File: config.mk
export PLATFORM = sky130hd
export DESIGN_NAME = mandelbrot_escape_pixel
export DESIGN_NICKNAME = d
export VERILOG_FILES = /design/src/mep_pkg.sv /design/src/mandelbrot_escape_pixel.sv
export SDC_FILE = /design/constraint.sdc
export NUM_CORES = 2
export LEC_CHECK = 0
export ABC_AREA = 1
export BUFFER_PORTS_ARGS = -buffer_cell sky130_fd_sc_hd__buf_2
export CAP_MARGIN = 5
export CORE_MARGIN = 10
export CORE_UTILIZATION = 40
export DETAILED_ROUTE_END_ITERATION = 10
export GPL_TIMING_DRIVEN = 1
export SLEW_MARGIN = 20
export SYNTH_ARGS = -nofsm -noshare
export SYNTH_HDL_FRONTEND = slang
export SYNTH_SLANG_ARGS = --single-unit
File: constraint.sdc
create_clock -name clk -period 24.6 [get_ports clk]
set_clock_uncertainty 0.2 [all_clocks]
set_input_delay 3.69 -clock clk [delete_from_list [all_inputs] [get_ports clk]]
set_output_delay 3.69 -clock clk [all_outputs]
set_load 0.02 [all_outputs]
File: src/mep_pkg.sv
package mep_pkg;

	// pixel index and coordinate format
	localparam int INDEX_BITS    = 14;
	localparam int FRACTION_BITS = 26;
	localparam int COORD_W       = 32;
	localparam int STEP_W        = FRACTION_BITS + 1;
	localparam int ITER_W        = 13;
	localparam int CFG_IDX_W     = 3;
	localparam int CFG_DATA_W    = 32;

	// multiplier and datapath widths
	localparam int PROD_W  = 2 * COORD_W;
	localparam int SQ_W    = PROD_W - FRACTION_BITS;
	localparam int SUM_W   = SQ_W + 1;
	localparam int WIDE_W  = SQ_W + 2;
	localparam int C_W     = INDEX_BITS + STEP_W + 2;
	localparam int SAT_W   = (C_W > WIDE_W) ? C_W : WIDE_W;
	localparam int ABS_W   = COORD_W + 2;

	// escape radius squared, 4.0 in the square format
	localparam logic [SUM_W-1:0] ESCAPE_LIMIT = SUM_W'(4) << FRACTION_BITS;

	// register indexes on the configuration port
	localparam logic [CFG_IDX_W-1:0] REG_ORIGIN_REAL = 3'd0;
	localparam logic [CFG_IDX_W-1:0] REG_ORIGIN_IMAG = 3'd1;
	localparam logic [CFG_IDX_W-1:0] REG_STEP_REAL   = 3'd2;
	localparam logic [CFG_IDX_W-1:0] REG_STEP_IMAG   = 3'd3;
	localparam logic [CFG_IDX_W-1:0] REG_MAX_ITER    = 3'd4;

	// register reset values: -2.5, -2.0, 2^-12, 2^-12 and 256
	localparam logic [COORD_W-1:0] RST_ORIGIN_REAL = COORD_W'(-167772160);
	localparam logic [COORD_W-1:0] RST_ORIGIN_IMAG = COORD_W'(-134217728);
	localparam logic [STEP_W-1:0]  RST_STEP        = STEP_W'(16384);
	localparam logic [ITER_W-1:0]  RST_MAX_ITER    = ITER_W'(256);

	// clamp a wide signed value into the coordinate range
	function automatic logic signed [COORD_W-1:0] sat_coord(input logic signed [SAT_W-1:0] v);
		logic                       neg;
		logic [SAT_W-COORD_W-1:0]   upper;
		logic signed [COORD_W-1:0]  res;
		neg   = v[SAT_W-1];
		upper = v[SAT_W-2:COORD_W-1];
		if (!neg && (|upper)) begin
			res = {1'b0, {(COORD_W-1){1'b1}}};
		end else if (neg && !(&upper)) begin
			res = {1'b1, {(COORD_W-1){1'b0}}};
		end else begin
			res = v[COORD_W-1:0];
		end
		return res;
	endfunction

endpackage

File: src/mandelbrot_escape_pixel.sv
// Mandelbrot escape-time pixel unit. Each word on the input channel names one pixel by
// column and row; the unit forms c = origin + index * step in signed Q6.26, forces the
// imaginary part to zero when it lies within half a row step of the axis, and iterates
// z = z*z + c from zero until |z|^2 reaches 4 or the count reaches max_iter. One 32x32
// signed multiplier with a registered product is shared by the setup and by all three
// products of an iteration, which steps through the check, update, square-x and square-y
// states. The next pixel can be taken once the result word has been loaded into the
// output register. in_stall is high while a pixel is in work; a finished result waits
// in the output register while the next pixel is taken. The configuration port is
// always ready; the user is to write it only while the unit is idle, which the unit
// itself does not enforce.
module mandelbrot_escape_pixel import mep_pkg::*; (
	input  logic                  clk,
	input  logic                  arst_n,
	// pixel input channel
	input  logic                  in_valid,
	output logic                  in_stall,
	input  logic [INDEX_BITS-1:0] col_index,
	input  logic [INDEX_BITS-1:0] row_index,
	// result channel
	output logic                  out_valid,
	input  logic                  out_stall,
	output logic [7:0]            red,
	output logic [7:0]            green,
	output logic [7:0]            blue,
	output logic [ITER_W-1:0]     iter_count,
	output logic                  interior,
	// configuration write channel
	input  logic                  cfg_valid,
	output logic                  cfg_ready,
	input  logic [CFG_IDX_W-1:0]  cfg_index,
	input  logic [CFG_DATA_W-1:0] cfg_data
);

	// sequencer states
	localparam logic [3:0] S_IDLE = 4'd0;
	localparam logic [3:0] S_CX   = 4'd1;
	localparam logic [3:0] S_CY   = 4'd2;
	localparam logic [3:0] S_CYS  = 4'd3;
	localparam logic [3:0] S_SNAP = 4'd4;
	localparam logic [3:0] S_CHK  = 4'd5;
	localparam logic [3:0] S_UPD  = 4'd6;
	localparam logic [3:0] S_SQX  = 4'd7;
	localparam logic [3:0] S_SQY  = 4'd8;
	localparam logic [3:0] S_DONE = 4'd9;

	logic [3:0]                 state_q;

	// configuration registers
	logic signed [COORD_W-1:0]  origin_real_q;
	logic signed [COORD_W-1:0]  origin_imag_q;
	logic [STEP_W-1:0]          step_real_q;
	logic [STEP_W-1:0]          step_imag_q;
	logic [ITER_W-1:0]          max_iter_q;

	// working registers
	logic [INDEX_BITS-1:0]      col_q;
	logic [INDEX_BITS-1:0]      row_q;
	logic signed [COORD_W-1:0]  cx_q;
	logic signed [COORD_W-1:0]  cy_q;
	logic signed [COORD_W-1:0]  zx_q;
	logic signed [COORD_W-1:0]  zy_q;
	logic [SQ_W-1:0]            zx2_q;
	logic [SQ_W-1:0]            zy2_q;
	logic [ITER_W-1:0]          count_q;
	logic signed [PROD_W-1:0]   prod_q;

	// output register
	logic                       out_valid_q;
	logic [7:0]                 red_q;
	logic [7:0]                 green_q;
	logic [7:0]                 blue_q;
	logic [ITER_W-1:0]          iter_q;
	logic                       interior_q;

	// datapath nets
	logic signed [COORD_W-1:0]  mul_a;
	logic signed [COORD_W-1:0]  mul_b;
	logic signed [C_W-1:0]      c_sum;
	logic signed [COORD_W-1:0]  c_sat;
	logic [ABS_W-1:0]           cy_abs2;
	logic                       cy_snap;
	logic [SQ_W-1:0]            sq_new;
	logic [SUM_W-1:0]           mag2;
	logic                       keep_going;
	logic signed [WIDE_W-1:0]   nzx;
	logic signed [WIDE_W-1:0]   nzy;
	logic signed [PROD_W-1:0]   xy_shift;
	logic [ITER_W-1:0]          remain;
	logic                       done_fire;

	assign cfg_ready = 1'b1;
	assign in_stall  = (state_q != S_IDLE);

	// shared multiplier operand select
	always_comb begin
		mul_a = '0;
		mul_b = '0;
		unique case (state_q)
			S_CX: begin
				mul_a = COORD_W'(col_q);
				mul_b = COORD_W'(step_real_q);
			end
			S_CY: begin
				mul_a = COORD_W'(row_q);
				mul_b = COORD_W'(step_imag_q);
			end
			S_CHK: begin
				mul_a = zx_q;
				mul_b = zy_q;
			end
			S_SQX: begin
				mul_a = zx_q;
				mul_b = zx_q;
			end
			S_SQY: begin
				mul_a = zy_q;
				mul_b = zy_q;
			end
			default: begin
				mul_a = '0;
				mul_b = '0;
			end
		endcase
	end

	// product register, cleared naturally by zero operands in idle states
	always_ff @(posedge clk) begin
		prod_q <= mul_a * mul_b;
	end

	// origin plus index times step, clamped
	always_comb begin
		if (state_q == S_CY) begin
			c_sum = C_W'(origin_real_q) + prod_q[C_W-1:0];
		end else begin
			c_sum = C_W'(origin_imag_q) + prod_q[C_W-1:0];
		end
		c_sat = sat_coord(SAT_W'(c_sum));
	end

	// snap near-axis rows onto the real axis
	always_comb begin
		if (cy_q[COORD_W-1]) begin
			cy_abs2 = (-ABS_W'(cy_q)) << 1;
		end else begin
			cy_abs2 = ABS_W'(cy_q) << 1;
		end
		cy_snap = (cy_abs2 < ABS_W'(step_imag_q));
	end

	// loop test on the fresh square of zy
	assign sq_new     = prod_q[PROD_W-1:FRACTION_BITS];
	assign mag2       = SUM_W'(zx2_q) + SUM_W'(sq_new);
	assign keep_going = (count_q < max_iter_q) && (mag2 < ESCAPE_LIMIT);

	// next z from the registered cross product and squares
	assign xy_shift = prod_q >>> (FRACTION_BITS - 1);
	assign nzy = xy_shift[WIDE_W-1:0] + WIDE_W'(cy_q);
	assign nzx = $signed(WIDE_W'(zx2_q)) - $signed(WIDE_W'(zy2_q)) + WIDE_W'(cx_q);

	// result colors from the remaining count
	assign remain    = max_iter_q - count_q;
	assign done_fire = (state_q == S_DONE) && (!out_valid_q || !out_stall);

	// configuration writes
	always_ff @(posedge clk or negedge arst_n) begin
		if (!arst_n) begin
			origin_real_q <= RST_ORIGIN_REAL;
			origin_imag_q <= RST_ORIGIN_IMAG;
			step_real_q   <= RST_STEP;
			step_imag_q   <= RST_STEP;
			max_iter_q    <= RST_MAX_ITER;
		end else if (cfg_valid) begin
			unique case (cfg_index)
				REG_ORIGIN_REAL: origin_real_q <= cfg_data[COORD_W-1:0];
				REG_ORIGIN_IMAG: origin_imag_q <= cfg_data[COORD_W-1:0];
				REG_STEP_REAL:   step_real_q   <= cfg_data[STEP_W-1:0];
				REG_STEP_IMAG:   step_imag_q   <= cfg_data[STEP_W-1:0];
				REG_MAX_ITER:    max_iter_q    <= cfg_data[ITER_W-1:0];
				default: ;
			endcase
		end
	end

	// sequencer
	always_ff @(posedge clk or negedge arst_n) begin
		if (!arst_n) begin
			state_q <= S_IDLE;
		end else begin
			unique case (state_q)
				S_IDLE: if (in_valid) state_q <= S_CX;
				S_CX:   state_q <= S_CY;
				S_CY:   state_q <= S_CYS;
				S_CYS:  state_q <= S_SNAP;
				S_SNAP: state_q <= S_CHK;
				S_CHK:  state_q <= keep_going ? S_UPD : S_DONE;
				S_UPD:  state_q <= S_SQX;
				S_SQX:  state_q <= S_SQY;
				S_SQY:  state_q <= S_CHK;
				S_DONE: if (done_fire) state_q <= S_IDLE;
				default: state_q <= S_IDLE;
			endcase
		end
	end

	// working datapath registers
	always_ff @(posedge clk) begin
		unique case (state_q)
			S_IDLE: begin
				col_q <= col_index;
				row_q <= row_index;
			end
			S_CY:  cx_q <= c_sat;
			S_CYS: cy_q <= c_sat;
			S_SNAP: begin
				if (cy_snap) cy_q <= '0;
				zx_q    <= '0;
				zy_q    <= '0;
				zx2_q   <= '0;
				count_q <= '0;
			end
			S_CHK: zy2_q <= sq_new;
			S_UPD: begin
				zx_q    <= sat_coord(SAT_W'(nzx));
				zy_q    <= sat_coord(SAT_W'(nzy));
				count_q <= count_q + 1'b1;
			end
			S_SQY: zx2_q <= sq_new;
			default: ;
		endcase
	end

	// output word valid
	always_ff @(posedge clk or negedge arst_n) begin
		if (!arst_n) begin
			out_valid_q <= 1'b0;
		end else if (done_fire) begin
			out_valid_q <= 1'b1;
		end else if (!out_stall) begin
			out_valid_q <= 1'b0;
		end
	end

	// output word payload
	always_ff @(posedge clk) begin
		if (done_fire) begin
			iter_q <= count_q;
			if (count_q == max_iter_q) begin
				red_q      <= '0;
				green_q    <= '0;
				blue_q     <= '0;
				interior_q <= 1'b1;
			end else begin
				red_q      <= 8'(remain[2:0] * 8'd63);
				green_q    <= 8'(remain[1:0] * 8'd127);
				blue_q     <= {8{remain[0]}};
				interior_q <= 1'b0;
			end
		end
	end

	assign out_valid  = out_valid_q;
	assign red        = red_q;
	assign green      = green_q;
	assign blue       = blue_q;
	assign iter_count = iter_q;
	assign interior   = interior_q;

endmodule

After elaboration in Yosys (flattened, before gate mapping)

Cells that the tools add are included.
W data, S select, Z words.

Flip-flop bits (word level): 476

Magnitude comparators: 3
Reduce and logical (&&, ||, !) cells: 39
Muxes and demuxes: 23
Add/sub/neg operators: 9
Equal/unequal tests: 18
Multiply operators: 3

Operators by type and width:

| operator                | count |
|---|---|
| $pmux W32 S4            | 2 |
| $mux W32                | 7 |
| $pmux W32 S2            | 3 |
| $add A43 B43 Y43        | 2 |
| $add A39 B32 Y40        | 2 |
| $pmux W38 S2            | 1 |
| $mul A32 B32 Y64        | 1 |
| $mux W43                | 1 |
| $add A38 B38 Y39        | 1 |
| $lt A39 B29 Y1 const B  | 1 |
| $sub A38 B38 Y39        | 1 |
| $pmux W4 S9             | 1 |
| $lt A34 B27 Y1          | 1 |
| $mux W34                | 1 |
| $neg A32 Y33            | 1 |
| $pmux W13 S2            | 1 |
| $reduce_and A9 Y1       | 2 |
| $reduce_or A9 Y1        | 2 |
| $eq A4 B3 Y1 const B    | 4 |
| $reduce_and A2 Y1       | 7 |
| $add A13 B1 Y13 const B | 1 |
| $eq A13 B13 Y1          | 1 |
| $lt A13 B13 Y1          | 1 |
| $mux W4                 | 3 |
| 22 further kinds        | 47 |

Logic depth before layout (Yosys ltp)

Word-level depth: 8
Gate-level depth with buffers: 40

Worst setup path before layout

Ideal clock, no wire load.

Path type: register -> register
Start: register state_q[0]
End: register prod_q[59]
Stages on the path, launching flop included: 32
Data required time: 24.273 ns
Arrival: 8.806 ns
Slack: 15.467 ns
Period minus slack after synthesis: 9.133 ns
Cell sequence: dfrtp_1 > inv_2 > nor2_2 > inv_2 > nor2_2 > a21oi_2 > buf_2 > nor2_1 > nor3_1 > buf_2 > nor2_1 > inv_1 > fa_1 > fa_1 > fa_1 > inv_1 > fa_1 > inv_1 > fa_1 > inv_1 > fa_1 > inv_1 > fa_1 > inv_1 > fa_1 > ha_1 > a21oi_1 > o21a_1 > o21ai_0 > a221oi_1 > o221ai_1 > xor2_1

Cells in the longest elaborated chain, start to end: 4
Elaborated cells between the ends (all ways): 10
Those cells by class: 1 x mul; 5 x eq/ne; 2 x mux; 2 x reduce/logical

RTL lines:

| element                                      | line                           | source |
|---|---|---|
| start: declaration                           | mandelbrot_escape_pixel.sv:47  | `logic [3:0] state_q;` |
| start signal: assignment                     | mandelbrot_escape_pixel.sv:197 | `S_CHK: state_q <= keep_going ? S_UPD : S_DONE;` |
| $eq A4 B3 Y1 or $eq A4 B4 Y1 (tied branches) | mandelbrot_escape_pixel.sv:99  | `unique case (state_q)` |
| $reduce_or A2 Y1 (no source line)            | -                              |  |
| $pmux W32 S4                                 | mandelbrot_escape_pixel.sv:99  |  |
| $mul A32 B32 Y64 (*)                         | mandelbrot_escape_pixel.sv:129 | `prod_q <= mul_a * mul_b;` |
| end signal: assignment                       | mandelbrot_escape_pixel.sv:129 |  |
| end: declaration                             | mandelbrot_escape_pixel.sv:66  | `logic signed [PROD_W-1:0] prod_q;` |

Every way passes the cells marked *; elsewhere a longest branch is shown, timed or not.
A chain may end at the register's enable or synchronous reset.

Worst setup path in the final report

Start: register state_q[3]
End: register prod_q[62]

The elaborated chain is that of the path after synthesis.

==> flow_summary_export.csv <==
group,metric,value,unit
timing,tightest_slew,1.256,ns
synth,synth-edff-count,268,
timing,period_share,0.4540,
worst_setup_path,r2r_end,"prod_q[62]$_DFF_P_",
timing,final_max_slew_viol_count,0,
synth,syn-num-nets,10230,
grt,antenna_found_initial,42,
routing,final_antenna_net_count,0,
routing,post_drt_wl_per_cell,25.07,um
grt,grt_pass1_vias,60300,
timing,finalSetupViolCount,0,
placed_design,numPortBuffers,107,
worst_setup_path,required,24.92,ns
synth,yosysSeqAreaShare,0.1841,
clock_network,numCtsBuffers,53,
synth,syn_area,69240,um^2
routing,drtIter0Drc,5748,
layout,fin_nets,10230,
grt,grt_pass1_wl,403200,um
clock_network,cts_resized,0,
timing,fmax,0.08954,GHz
timing,timing.final.hold_violations,0,
synth,yosys.area.top_type,"fa_1",
synth,yosys_warnings,0,
layout,layout-drive-gt1-share,0.05955,
worst_setup_path,slowest_stage,"fa_1",
die,die_area,190200,um^2
die,core.rowCount,152,
clock_network,cts_root_buf,"clkbuf_16",
grt,overflow,0,
die,ios,109,
worst_setup_path,start_kind,"flop",
clock_network,cts_buffer_depth,3,
worst_hold_path,min_to,"step_imag_q[6]$_DFFE_PN0P_",
worst_setup_path,critPathArrivalTime,11.49,ns
die,initial_utilization,0.4028,
synth,synthArstFlopShare,0.2906,
routing,wl,275900,um
clock_network,postCtsSetupBuffers,0,
clock_network,htreeDepth,2,
worst_setup_path,cp_num_buf_inv,5,
worst_hold_path,hold_depth,2,
die,dieWidth,436.1,um
worst_setup_path,worstSetupPathType,"flop to flop",
status,status,"complete, no violations",
routing,drc,0,
synth,synth.avg_cell_area,8.015,um^2
synth,synth.area.top_cells,"fa_1, edfxtp_1, nand2_1, inv_1, ha_1",
worst_setup_path,crit_top_cell,"fa_1",
synth,ys_ff_latch,468,
timing,maxSlewHeadroom,0.1540,
synth,ys_types,69,
timing,setup_slack,13.43,ns
grt,grt_use_total,0.2852,
worst_setup_path,cp-end-kind,"flop",
clock_network,hold_buffers,0,
job,maxCapViolations,0,
routing,dr.pass1.iters,8,
worst_setup_path,crit_fanout,25,
timing,period_minus_slack,11.17,ns
worst_setup_path,cpLargestDelayFamily,"adder cells",
synth,synthTopCellsByCount,"nand2_1, inv_1, fa_1",
placed_design,hpwlAfterDp,227900,um
timing,rsz0062_at_grt,"no",
worst_hold_path,hold_path_startpoint,"step_imag_q[6]$_DFFE_PN0P_",
clock_network,tritoncts,"done",
synth,ys.flop_type,"edfxtp_1",
worst_hold_path,min_path_type,"flop to flop",
timing,tns,0,ns
placed_design,post-place-ws,13.52,ns
clock_network,clk_pin_slew,0.06,ns
worst_setup_path,rr_startpoint,"state_q[3]$_DFFE_PN0P_",
synth,yosys.area.top_type_share,0.3154,
layout,area_growth,7.221,%
clock_network,clk_latency,0.66,ns
routing,vias_per_cell,5.396,
grt,grt_max_degree,75,
synth,synth.most_common_cell,"nand2_1",
die,die_h,436.1,um
routing,vias,59380,
worst_setup_path,slowest_delay,1.06,ns
die,core_area,171900,um^2
worst_setup_path,rrSetupSlack,13.43,ns
synth,syn_inst,8639,
clock_network,clkSinkCount,468,
worst_setup_path,reg2reg_depth,25,
placed_design,gp_congestion,1.012,
[state kept, by name (all words and copies together), names as in the netlist, 13 cells and up]
name           count
row_q             14
iter_count        13
cy_q              32
zx2_q             38
zy2_q             38
prod_q            64
zy_q              32
step_imag_q       27
col_q             14
zx_q              32
count_q           13
max_iter_q        13
origin_imag_q     32
cx_q              32
origin_real_q     32
step_real_q       27
[worst max path at each step]
stage / startpoint / to / slack, ns / cells after the start
5_1_grt: state_q[2]$_DFFE_PN0P_ / prod_q[62]$_DFF_P_ / 12.81 / 28
6_report: state_q[3]$_DFFE_PN0P_ / prod_q[62]$_DFF_P_ / 13.43 / 25
3_3_place_gp: state_q[2]$_DFFE_PN0P_ / prod_q[62]$_DFF_P_ / 13.74 / 26
3_5_place_dp: state_q[3]$_DFFE_PN0P_ / prod_q[62]$_DFF_P_ / 13.52 / 27
2_1_floorplan: state_q[0]$_DFFE_PN0P_ / prod_q[59]$_DFF_P_ / 15.47 / 31
4_1_cts: state_q[3]$_DFFE_PN0P_ / prod_q[62]$_DFF_P_ / 13.46 / 25
[area by class of cell]
cell class                      instances  area [um^2]
Tap cell                             2310         2890
Fill cell                           17570        97680
Inverter                             1762         6614
Timing Repair Buffer                  197         1217
Clock buffer                           69         1410
Multi-Input combinational cell       6156        48970
Antenna cell                           13        32.53
Sequential cell                       468        12750
Clock inverter                         30        361.6
[worst reg2reg max path, cell delays in order (launching register included)]
cell	delay (ns)
dfrtp_1	0.39
nor2_1	0.17
inv_2	0.14
nor2_2	0.46
inv_2	0.41
o22ai_2	0.57
clkinv_1	0.85
nor2_1	0.42
inv_1	0.14
fa_1	0.79
fa_1	0.71
fa_1	1.06
fa_1	0.57
fa_1	0.53
fa_1	0.50
inv_1	0.05
fa_1	0.46
fa_1	0.41
ha_1	0.44
a21oi_1	0.26
o21a_1	0.20
nor2_1	0.06
a2111oi_0	0.73
o221a_2	0.33
nand2_1	0.06
xor2_1	0.14
[cell families after synthesis]
family          after synthesis  share of synthesized area
simple gates               3491                     0.2041
flops                       468                     0.1841
xor+xnor                    227                    0.02893
other cells                   1                 0.00005416
fa+ha+maj                  1520                     0.3929
compound gates              917                    0.07719
buf+inv                    2015                     0.1126
[layer usage]
layer | global-route usage | vias to the layer above | part of all wire
li1 | - | 26410 | -
met1 | 0.3900 | 29660 | 0.42
met2 | 0.4329 | 2740 | 0.43
met3 | 0.06998 | 550 | 0.10
met4 | 0.1134 | 26 | 0.049
met5 | 0 | - | 0.00063
[metrics by stage]
| stage | cell area (um^2) | hold WS (ns) | instances | utilization |
|---|---|---|---|---|
| after floorplan | 69240 | 0.2530 | 8639 | - |
| after global placement | 72430 | 0.2663 | 10890 | 0.4213 |
| after CTS | 74210 | 0.2879 | 10990 | 0.4316 |
| final | 74240 | 0.2853 | 11010 | 0.4318 |
| after detailed placement | 72430 | 0.2733 | 10890 | 0.4213 |
| after global routing | 74210 | 0.3031 | 10990 | 0.4316 |
[cell usage in the layout (no fill, tap or decap), types with 30 or more instances in the layout]
cell type and count:
nor2_2 30, a21oi_1 349, inv_2 33, a21o_1 32, dfxtp_1 64, nor2_1 1068
buf_4 90, xor2_1 142, a31oi_1 41, nand2_2 50, nand4_1 76, fa_1 1091
nor3_1 48, o21ai_0 286, dfrtp_1 122, edfxtp_1 268, clkbuf_16 53, xnor2_1 83
nand3_1 199, ha_1 429, buf_2 106, inv_1 1716, o21bai_1 35, nand2_1 1928
Power is left out: the tool's default activity adds up to more than one toggle a clock period on the data nets, which glitch-free logic cannot reach.
